$ cat src/rtl/swsfr_pkg.sv
// ----------------------------------------------------------------------------
// swsfr_pkg
// shared types and constants for the single-wire sensor frame receiver
// ----------------------------------------------------------------------------
package swsfr_pkg;

  // frame length in bits, published as five bytes
  localparam int unsigned FRAME_BITS = 40;
  localparam int unsigned BITS_W     = $clog2(FRAME_BITS + 1);
  localparam int unsigned PUB_BYTES  = 5;

  localparam int unsigned START_W  = 16;
  localparam int unsigned THRESH_W = 8;
  localparam int unsigned HIGH_W   = 8;

  localparam logic [START_W-1:0]  START_LOW_RST = 16'd18000;
  localparam logic [THRESH_W-1:0] THRESH_RST    = 8'd50;

  localparam int unsigned CFG_IDX_W  = 1;
  localparam int unsigned CFG_DATA_W = 16;
  localparam logic [CFG_IDX_W-1:0] CFG_START_LOW     = 1'd0;
  localparam logic [CFG_IDX_W-1:0] CFG_ONE_THRESHOLD = 1'd1;

  localparam int unsigned OUT_DATA_W = 48;

  typedef enum logic [2:0] {
    PH_IDLE     = 3'd0,
    PH_START    = 3'd1,
    PH_WAIT_ACK = 3'd2,
    PH_ACK_LOW  = 3'd3,
    PH_ACK_HIGH = 3'd4,
    PH_BITS     = 3'd5
  } phase_e;

  typedef struct packed {
    logic       drive_low;
    logic       busy_res;
    logic       frame_valid;
    logic [7:0] humidity_whole;
    logic [7:0] humidity_fraction;
    logic [7:0] temperature_whole;
    logic [7:0] temperature_fraction;
    logic [7:0] check_byte;
  } result_t;

  // byte k of the frame, first received byte first
  function automatic logic [7:0] frame_byte(logic [FRAME_BITS-1:0] frame, int unsigned k);
    logic [63:0] aligned;
    aligned = 64'(frame) << (64 - FRAME_BITS);
    return aligned[63 - 8*k -: 8];
  endfunction

endpackage

$ cat src/rtl/swsfr_core.sv
// ----------------------------------------------------------------------------
// swsfr_core
// config registers, receive state machine and per-tick result logic
// ----------------------------------------------------------------------------
module swsfr_core (
  input  logic                                clk_i,
  input  logic                                rst_ni,
  input  logic                                cfg_we_i,
  input  logic [swsfr_pkg::CFG_IDX_W-1:0]     cfg_index_i,
  input  logic [swsfr_pkg::CFG_DATA_W-1:0]    cfg_data_i,
  input  logic                                fire_i,
  input  logic                                action_i,
  input  logic                                pin_level_i,
  output swsfr_pkg::result_t                  result_o
);

  logic [swsfr_pkg::START_W-1:0]    start_low_q;
  logic [swsfr_pkg::THRESH_W-1:0]   thresh_q;

  swsfr_pkg::phase_e                phase_q, phase_d;
  logic [swsfr_pkg::START_W-1:0]    start_cnt_q, start_cnt_d;
  logic [swsfr_pkg::HIGH_W-1:0]     high_time_q, high_time_d;
  logic [swsfr_pkg::BITS_W-1:0]     bits_rx_q, bits_rx_d;
  logic [swsfr_pkg::FRAME_BITS-1:0] shift_q, shift_d;
  logic [swsfr_pkg::FRAME_BITS-1:0] frame_q, frame_d;
  logic                             prev_level_q, prev_level_d;

  logic                             drive;
  logic                             valid;
  logic [swsfr_pkg::START_W-1:0]    cnt_inc;
  logic [swsfr_pkg::BITS_W-1:0]     bits_inc;
  logic [swsfr_pkg::FRAME_BITS-1:0] shift_new;
  logic                             bit_val;

  always_ff @(posedge clk_i or negedge rst_ni) begin
    if (!rst_ni) begin
      start_low_q <= swsfr_pkg::START_LOW_RST;
      thresh_q    <= swsfr_pkg::THRESH_RST;
    end else if (cfg_we_i) begin
      unique case (cfg_index_i)
        swsfr_pkg::CFG_START_LOW:     start_low_q <= cfg_data_i;
        swsfr_pkg::CFG_ONE_THRESHOLD: thresh_q    <= cfg_data_i[swsfr_pkg::THRESH_W-1:0];
      endcase
    end
  end

  assign cnt_inc   = start_cnt_q + 1'b1;
  assign bits_inc  = bits_rx_q + 1'b1;
  assign bit_val   = (high_time_q > thresh_q);
  assign shift_new = {shift_q[swsfr_pkg::FRAME_BITS-2:0], bit_val};

  always_comb begin
    phase_d      = phase_q;
    start_cnt_d  = start_cnt_q;
    high_time_d  = high_time_q;
    bits_rx_d    = bits_rx_q;
    shift_d      = shift_q;
    frame_d      = frame_q;
    prev_level_d = prev_level_q;
    drive        = 1'b0;
    valid        = 1'b0;
    if (action_i) begin
      phase_d     = swsfr_pkg::PH_START;
      start_cnt_d = '0;
      high_time_d = '0;
      bits_rx_d   = '0;
      shift_d     = '0;
      drive       = 1'b1;
    end else begin
      prev_level_d = pin_level_i;
      unique case (phase_q)
        swsfr_pkg::PH_IDLE: begin
        end
        swsfr_pkg::PH_START: begin
          drive       = 1'b1;
          start_cnt_d = cnt_inc;
          if (cnt_inc >= start_low_q || cnt_inc == '0) begin
            phase_d = swsfr_pkg::PH_WAIT_ACK;
          end
        end
        swsfr_pkg::PH_WAIT_ACK: begin
          if (!pin_level_i) phase_d = swsfr_pkg::PH_ACK_LOW;
        end
        swsfr_pkg::PH_ACK_LOW: begin
          if (pin_level_i) phase_d = swsfr_pkg::PH_ACK_HIGH;
        end
        swsfr_pkg::PH_ACK_HIGH: begin
          if (!pin_level_i) begin
            phase_d     = swsfr_pkg::PH_BITS;
            high_time_d = '0;
          end
        end
        swsfr_pkg::PH_BITS: begin
          if (pin_level_i) begin
            if (high_time_q != '1) high_time_d = high_time_q + 1'b1;
          end else if (prev_level_q) begin
            shift_d     = shift_new;
            high_time_d = '0;
            bits_rx_d   = bits_inc;
            if (bits_inc >= swsfr_pkg::BITS_W'(swsfr_pkg::FRAME_BITS)) begin
              frame_d   = shift_new;
              valid     = 1'b1;
              phase_d   = swsfr_pkg::PH_IDLE;
              bits_rx_d = '0;
            end
          end
        end
        default: phase_d = swsfr_pkg::PH_IDLE;
      endcase
    end
  end

  always_ff @(posedge clk_i or negedge rst_ni) begin
    if (!rst_ni) begin
      phase_q      <= swsfr_pkg::PH_IDLE;
      start_cnt_q  <= '0;
      high_time_q  <= '0;
      bits_rx_q    <= '0;
      shift_q      <= '0;
      frame_q      <= '0;
      prev_level_q <= 1'b1;
    end else if (fire_i) begin
      phase_q      <= phase_d;
      start_cnt_q  <= start_cnt_d;
      high_time_q  <= high_time_d;
      bits_rx_q    <= bits_rx_d;
      shift_q      <= shift_d;
      frame_q      <= frame_d;
      prev_level_q <= prev_level_d;
    end
  end

  always_comb begin
    result_o.drive_low            = drive;
    result_o.busy_res             = (phase_d != swsfr_pkg::PH_IDLE);
    result_o.frame_valid          = valid;
    result_o.humidity_whole       = swsfr_pkg::frame_byte(frame_d, 0);
    result_o.humidity_fraction    = swsfr_pkg::frame_byte(frame_d, 1);
    result_o.temperature_whole    = swsfr_pkg::frame_byte(frame_d, 2);
    result_o.temperature_fraction = swsfr_pkg::frame_byte(frame_d, 3);
    result_o.check_byte           = swsfr_pkg::frame_byte(frame_d, 4);
  end

endmodule

$ cat src/rtl/swsfr_out_reg.sv
// ----------------------------------------------------------------------------
// swsfr_out_reg
// result register holding one beat for the output stream
// ----------------------------------------------------------------------------
module swsfr_out_reg (
  input  logic                 clk_i,
  input  logic                 rst_ni,
  input  logic                 load_i,
  input  swsfr_pkg::result_t   result_i,
  input  logic                 take_i,
  output logic                 valid_o,
  output swsfr_pkg::result_t   result_o
);

  logic               valid_q;
  swsfr_pkg::result_t result_q;

  always_ff @(posedge clk_i or negedge rst_ni) begin
    if (!rst_ni) begin
      valid_q <= 1'b0;
    end else if (load_i) begin
      valid_q <= 1'b1;
    end else if (take_i) begin
      valid_q <= 1'b0;
    end
  end

  always_ff @(posedge clk_i) begin
    if (load_i) result_q <= result_i;
  end

  assign valid_o  = valid_q;
  assign result_o = result_q;

endmodule

$ cat src/rtl/single_wire_sensor_frame_receiver.sv
// ----------------------------------------------------------------------------
// single_wire_sensor_frame_receiver
// pulse-width receiver for a single-wire 40-bit humidity/temperature sensor
// ----------------------------------------------------------------------------
// each input beat is one microsecond tick with the sampled data pin, or a
// start request (tuser high). a start pulls the line low on its own beat and
// for start_low_ticks more ticks, then the block skips the sensor's response
// pulse and times every high pulse: longer than one_threshold_ticks decodes
// as 1. forty bits are shifted in msb first and published as five bytes with
// frame_valid (tlast) on the beat that completes the frame; the checksum is
// passed out unchecked. every accepted beat gives exactly one output beat,
// from a single result register; the block takes one beat per clock as long
// as the output side keeps taking results, since s_axis_tready is high
// whenever the result register is empty or is being read in the same cycle.
// config writes are taken at any time and must only be issued while idle.
// ----------------------------------------------------------------------------
module single_wire_sensor_frame_receiver (
  input  logic                                 clk_i,
  input  logic                                 rst_ni,
  // config write channel
  input  logic                                 cfg_valid_i,
  output logic                                 cfg_ready_o,
  input  logic [swsfr_pkg::CFG_IDX_W-1:0]      cfg_index_i,
  input  logic [swsfr_pkg::CFG_DATA_W-1:0]     cfg_data_i,
  // input stream
  input  logic                                 s_axis_tvalid,
  output logic                                 s_axis_tready,
  input  logic [7:0]                           s_axis_tdata,  // [0] pin_level, rest zero
  input  logic                                 s_axis_tuser,  // [0] action
  // output stream
  output logic                                 m_axis_tvalid,
  input  logic                                 m_axis_tready,
  // [0] drive_low, [1] busy_res, [9:2] humidity_whole, [17:10] humidity_fraction,
  // [25:18] temperature_whole, [33:26] temperature_fraction, [41:34] check_byte
  output logic [swsfr_pkg::OUT_DATA_W-1:0]     m_axis_tdata,
  output logic                                 m_axis_tlast   // frame_valid
);

  logic               in_fire;
  logic               out_take;
  swsfr_pkg::result_t core_res;
  swsfr_pkg::result_t held_res;

  // config is always accepted
  assign cfg_ready_o = 1'b1;

  assign out_take      = m_axis_tvalid & m_axis_tready;
  // accept while the result register is free or drains this cycle
  assign s_axis_tready = ~m_axis_tvalid | m_axis_tready;
  assign in_fire       = s_axis_tvalid & s_axis_tready;

  swsfr_core u_core (
    .clk_i       (clk_i),
    .rst_ni      (rst_ni),
    .cfg_we_i    (cfg_valid_i),
    .cfg_index_i (cfg_index_i),
    .cfg_data_i  (cfg_data_i),
    .fire_i      (in_fire),
    .action_i    (s_axis_tuser),
    .pin_level_i (s_axis_tdata[0]),
    .result_o    (core_res)
  );

  swsfr_out_reg u_out_reg (
    .clk_i    (clk_i),
    .rst_ni   (rst_ni),
    .load_i   (in_fire),
    .result_i (core_res),
    .take_i   (out_take),
    .valid_o  (m_axis_tvalid),
    .result_o (held_res)
  );

  assign m_axis_tdata = {6'd0,
                         held_res.check_byte,
                         held_res.temperature_fraction,
                         held_res.temperature_whole,
                         held_res.humidity_fraction,
                         held_res.humidity_whole,
                         held_res.busy_res,
                         held_res.drive_low};
  assign m_axis_tlast = held_res.frame_valid;

endmodule

$ cat config.mk
export PLATFORM = sky130hd
export DESIGN_NAME = single_wire_sensor_frame_receiver
export DESIGN_NICKNAME = d
export VERILOG_FILES = /design/src/rtl/swsfr_pkg.sv /design/src/rtl/swsfr_core.sv /design/src/rtl/swsfr_out_reg.sv /design/src/rtl/single_wire_sensor_frame_receiver.sv
export SDC_FILE = /design/constraint.sdc
export NUM_CORES = 1
export LEC_CHECK = 0
export BUFFER_PORTS_ARGS = -buffer_cell sky130_fd_sc_hd__buf_2
export CELL_PAD_IN_SITES_DETAIL_PLACEMENT = 1
export CELL_PAD_IN_SITES_GLOBAL_PLACEMENT = 2
export CORE_ASPECT_RATIO = 0.9
export CORE_MARGIN = 4
export CORE_UTILIZATION = 37
export CTS_BUF_LIST = sky130_fd_sc_hd__clkbuf_8
export DETAILED_ROUTE_END_ITERATION = 6
export MAX_ROUTING_LAYER = met4
export PLACE_DENSITY = 0.79
export SKIP_CTS_REPAIR_TIMING = 1
export SLEW_MARGIN = 10
export SYNTH_ARGS = -nofsm -noshare
export SYNTH_HDL_FRONTEND = slang
export SYNTH_SLANG_ARGS = --single-unit
$ cat constraint.sdc
create_clock -name clk_i -period 2.8 [get_ports clk_i]
set_clock_uncertainty 0.15 [all_clocks]
set_input_delay 0.14 -clock clk_i [delete_from_list [all_inputs] [get_ports clk_i]]
set_output_delay 0.14 -clock clk_i [all_outputs]
set_load 0.05 [all_outputs]
Word level (Yosys, flattened, before mapping):

Cells that the tools add are included.
Widths: inputs -> output; s select.

* multiplexer cells: 35
* bitwise operators: 8
* reductions and logical operators: 16
* equality and inequality tests: 10
* $add $sub $neg: 3
* magnitude comparators: 3

Operator list (number)
* $mux 40: 5
* $mux 39: 4
* $mux 8: 5
* $mux 16: 2
* $mux 6: 5
* $mux 3: 8
* $pmux 3 s6: 1
* $add 16x1->16 const B: 1
* $ge 16x16->1: 1
* $logic_not 16->1: 1
* $pmux 8 s2: 1
* $add 8x1->8 const B: 1
* $gt 8x8->1: 1
* $ne 4x3->1 const B: 2
* $ne 8x8->1 const B: 1
* $reduce_and 2->1: 4
* $reduce_bool 2->1: 4
* $add 6x1->6 const B: 1
* $eq 3x2->1 const B: 2
* $eq 3x3->1 const B: 2
* $ge 6x6->1 const B: 1
* $reduce_bool 3->1: 2
* $not 1->1: 5
* $reduce_and 5->1: 1
* 10 further kinds: 14

* register bits after elaboration: 181
* output and inout port bits: 52
* word-level logic and storage cells: 93
* input bits: 31

Longest topological paths before layout:

* depth after elaboration: 8
* mapped depth: 12
* mapped depth without buffers: 12

Hierarchy:

A second synthesis with hierarchy kept.

* cells, all modules: 785
* area, all modules: 8577.0 sq um

By module, submodules not included
* swsfr_core: times used 1, sequential area each 3439.5 sq um, cells each 727, area an instance 7159.4 sq um
* swsfr_out_reg: times used 1, sequential area each 1316.3 sq um, cells each 46, area an instance 1327.5 sq um
* single_wire_sensor_frame_receiver: times used 1, sequential area each 0.0 sq um, cells each 12, area an instance 90.1 sq um

Least setup slack after synthesis:

Ideal clock, no wire load.

* path kind: flip-flop to flip-flop
* start: register u_out_reg.valid_q (netlist: u_out_reg.valid_o)
* end: register u_out_reg.result_q, in the netlist u_out_reg.result_o[0] (enable)
* arrival time: 2.889 ns
* buffers on the path: 1
* period minus slack after synthesis: 3.463 ns
* setup time: 0.424 ns
* cell stages (with the launch flop): 5
* required time: 2.226 ns
* slack: -0.663 ns
* cell sequence: dfrtp_1 -> nand2b_1 -> nand2_1 -> inv_2 -> clkbuf_1

* longest elaborated chain between the ends: 3

RTL lines
* start, declared: RTL line swsfr_out_reg.sv:15 `logic valid_q;`
* start signal, assigned: RTL line swsfr_out_reg.sv:20 `valid_q <= 1'b0;`
* start signal, assigned: RTL line swsfr_out_reg.sv:22 `valid_q <= 1'b1;`
* start signal, assigned: RTL line swsfr_out_reg.sv:24 `valid_q <= 1'b0;`
* $not 1->1: RTL line single_wire_sensor_frame_receiver.sv:49 `assign s_axis_tready = ~m_axis_tvalid | m_axis_tready;`
* $or 1x1->1: RTL line single_wire_sensor_frame_receiver.sv:49
* net s_axis_tready: RTL line single_wire_sensor_frame_receiver.sv:27 `output logic s_axis_tready,`
* $and 1x1->1: RTL line single_wire_sensor_frame_receiver.sv:50 `assign in_fire = s_axis_tvalid & s_axis_tready;`
* net in_fire: RTL line single_wire_sensor_frame_receiver.sv:39 `logic in_fire;`
* end signal, assigned: RTL line swsfr_out_reg.sv:29 `if (load_i) result_q <= result_i;`
* end, declared: RTL line swsfr_out_reg.sv:16 `swsfr_pkg::result_t result_q;`

The timed path passes the listed nets, and every way through them passes these cells.
A chain may end at the register's enable or synchronous reset.

==> run_results.csv <==
group,metric,value,unit
clocking,clock_sinks,181,
route,drt_iter0_drc,386,
clocking,cts-buffers-inserted,17,
route,drcViolationCount,0,
global_route,grt.overflow.total,0,
logic_synthesis,synth_top_family_by_area,"simple AND/OR/NAND/NOR gates",
timing,max_slew_margin,0.224,
die,coreArea,0.0227,mm²
logic_synthesis,muxShareOfSynthArea,0.0831,
clocking,root_buffer,"clkbuf_8",
die,rows,52,
route,routed_wl,20900,µm
route,viasPerCell,5.17,
clocking,clk_latency,480,ps
timing,worstMarginPinSlew,1160,ps
timing,rsz0062_at_grt,"yes",
critical_path,crit_chain,"nand4_4 > nor2_4 > and3_4 > xor2_4 > ha_4 > a21o_1 > a21o_1 > a211oi_1 > o211ai_1 > or4_4 > o2111ai_1",
clocking,cts.clk_slew.worst_paths,100,ps
logic_synthesis,async_flop_share,0.762,
layout,nNetsFinal,948,
logic_synthesis,synth_warnings,0,
logic_synthesis,synthSimpleGateAreaFrac,0.142,
timing,setup_viol,2,
min_path,hold_class,"input port to flop",
route,vias,6198,
die,die_y,153,µm
logic_synthesis,ys_types,66,
die,io_pins,83,
logic_synthesis,ys_ff_latch,181,
critical_path,cp_data_required_time,2970,ps
logic_synthesis,synth_top_area_frac,0.374,
status,run_status,"finished with violations",
die,start_util,0.381,
place,pre_cts_ws,-337,ps
critical_path,cp-start-kind,"flop",
critical_path,cp.arrival,3220,ps
critical_path,r2r_slack,-260,ps
critical_path,slowest_stage,"or4_4",
critical_path,worstSetupPathType,"flop to flop",
critical_path,slowest_delay,450,ps
clocking,clockBufferDepth,2,
layout,final_util,0.457,
clocking,h-tree-depth,4,
job,maxCapViolCount,0,
global_route,track_usage,0.165,
global_route,grt_pass1_wl,34100,µm
global_route,grt_start_max_net_pins,77,
layout,area_delta_synth_final,20.0,%
pwr,vdd.ir_drop.worst,0.245,mV
die,die_x,169,µm
route,wl_per_cell,17.4,µm
logic_synthesis,synth-compound-area-share,0.124,
layout,nFillCells,2466,
timing,finalMaxSlewViolations,0,
route,drt-pass1-iter-count,4,
layout,drive_above_1_share,0.272,
critical_path,cp_max_fo,2,
route,detail-route-antenna-nets,0,
timing,whs,31.3,ps
pwr,total_power,5.27,mW
place,place_congestion,0.799,
status,violations,"setup timing",
place,hpwl,13900,µm
layout,antenna_cells,0,
logic_synthesis,synthXorXnorAreaFrac,0.0152,
logic_synthesis,synth_area,0.00864,mm²
die,dieArea,0.0259,mm²
place,portBuffers,68,
timing,fmax,327,MHz
logic_synthesis,syn-instance-count,766,
logic_synthesis,synth_fa_ha_area_frac,0.0420,
logic_synthesis,ys_seq_area_frac,0.550,
timing,period_minus_slack,3060,ps
logic_synthesis,ys.flop_type,"dfrtp_1",
critical_path,critPathTopFamily,"simple AND/OR/NAND/NOR gates",
logic_synthesis,synth-edff-count,43,
global_route,grt_pass1_vias,6618,
critical_path,end_kind,"flop",
timing,hold_viol_final,0,
logic_synthesis,syn_area_per_cell,11.3,µm²
critical_path,cpMostUsedCell,"a21o_1",
timing,setup_slack,-255,ps
logic_synthesis,yosysTopAreaCell,"dfrtp_1",
clocking,cts_tree,"done",
timing,setup-tns-final,-438,ps
critical_path,cp_num_buf_inv,0,
logic_synthesis,synthTopCellsByArea,"dfrtp_1 37%, edfxtp_1 15%, nand2_1 7.2%, mux2_4 6.3%, ha_1 4.2%",
global_route,antenna_found_initial,0,
pwr,p_per_area,508,mW/mm²
timing,final.period_utilization,1.09,
pwr,p_leak,5.05,nW
## final timing paths
| check | startpoint | endpoint | cells past startpoint |
|---|---|---|---|
| min in group asynchronous | rst_ni | u_core.frame_q[33] | 2 |
| worst min-delay path | s_axis_tuser | u_out_reg.result_o[41] | 3 |
| max in group asynchronous | rst_ni | u_core.start_cnt_q[10] | 3 |
| worst min register to register | u_core.frame_q[37] | u_core.frame_q[37] | 2 |
| worst max register to register | u_core.start_cnt_q[3] | u_out_reg.result_o[41] | 11 |
| worst max-delay path | u_core.start_cnt_q[3] | u_out_reg.result_o[41] | 11 |
## cells in the mapped netlist, drive strengths merged (10+ instances only)
| library cell | instances |
|---|---|
| nand2b | 10 |
| inv | 28 |
| ha | 29 |
| mux2 | 50 |
| a22o | 40 |
| nor2 | 25 |
| edfxtp | 43 |
| nor3 | 12 |
| clkbuf | 23 |
| dfrtp | 129 |
| nand2 | 165 |
| buf | 24 |
| o21ai | 52 |
| nand3 | 17 |
## cells in the final DEF, fill, tap and decap left out, types with 17 or more instances in the layout
| master | Yosys | final |
|---|---|---|
| nor2_1 | 24 | 23 |
| dlygate4sd3_1 | 0 | 25 |
| dfrtp_1 | 129 | 125 |
| ha_1 | 29 | 25 |
| inv_1 | 27 | 28 |
| nand2_1 | 165 | 164 |
| a22o_1 | 40 | 40 |
| clkbuf_8 | 0 | 17 |
| buf_2 | 5 | 67 |
| edfxtp_1 | 43 | 43 |
| buf_4 | 11 | 47 |
| mux2_4 | 36 | 36 |
| o21ai_0 | 40 | 40 |
## report_power, final
| part | total (mW) | internal, mW | switching (mW) | leakage, nW |
|---|---|---|---|---|
| clock | 1.77 | 0.673 | 1.10 | 0.204 |
| sequential | 2.85 | 2.80 | 0.0513 | 2.28 |
| combinational | 0.643 | 0.219 | 0.424 | 2.57 |
## per-layer routing
metal,vias to the layer above,GRT usage,share of wire
met4,0,0.0353,0.0085
met5,-,-,0
met1,3138,0.213,0.46
li1,2928,-,-
met2,110,0.272,0.50
met3,22,0.0341,0.033
## final cells by class
cell class	count	area (µm²)	share of cell area
timing repair buffer	145	1030	0.0991
sequential	181	4760	0.459
tap	297	372	0.0358
clock buffer	17	234	0.0226
clock inverter	15	161	0.0156
inverter	28	106	0.0103
multi-input combinational	515	3710	0.358
## per-stage QoR
| step | cell area [µm²] | cells |
|---|---|---|
| 3_3_place_gp | 9530 | 1136 |
| 5_1_grt | 10400 | 1198 |
| 4_1_cts | 9920 | 1168 |
| 6_report | 10400 | 1198 |
| 3_5_place_dp | 9530 | 1136 |
| 2_1_floorplan | 8680 | 771 |
## state kept, by name, indices dropped and copies added (netlist names)
| signal | flops |
|---|---|
| u_core.phase_q | 3 |
| u_core.thresh_q | 8 |
| u_out_reg.valid_o | 1 |
| u_core.high_time_q | 8 |
| u_core.prev_level_q | 1 |
| u_core.start_low_q | 16 |
| u_core.frame_q | 40 |
| u_out_reg.result_o | 43 |
| u_core.bits_rx_q | 6 |
| u_core.start_cnt_q | 16 |
| u_core.shift_q | 39 |
## kinds of logic after synthesis
group | Yosys count
and+or+nand+nor | 263
AOI/OAI and AO/OA | 149
muxes | 52
DFF | 181
adders and majority gates | 29
buffers and inverters | 75
xor gates and xnor gates | 15
other | 2
## worst register-to-register path, cell delays in order, from the launching register on
cell and delay [ps]:
dfrtp_2 420, nand4_4 170, nor2_4 150, and3_4 230
xor2_4 180, ha_4 230, a21o_1 180, a21o_1 180
a211oi_1 260, o211ai_1 200, or4_4 450, o2111ai_1 110
Power figures use the tool's default switching activity.
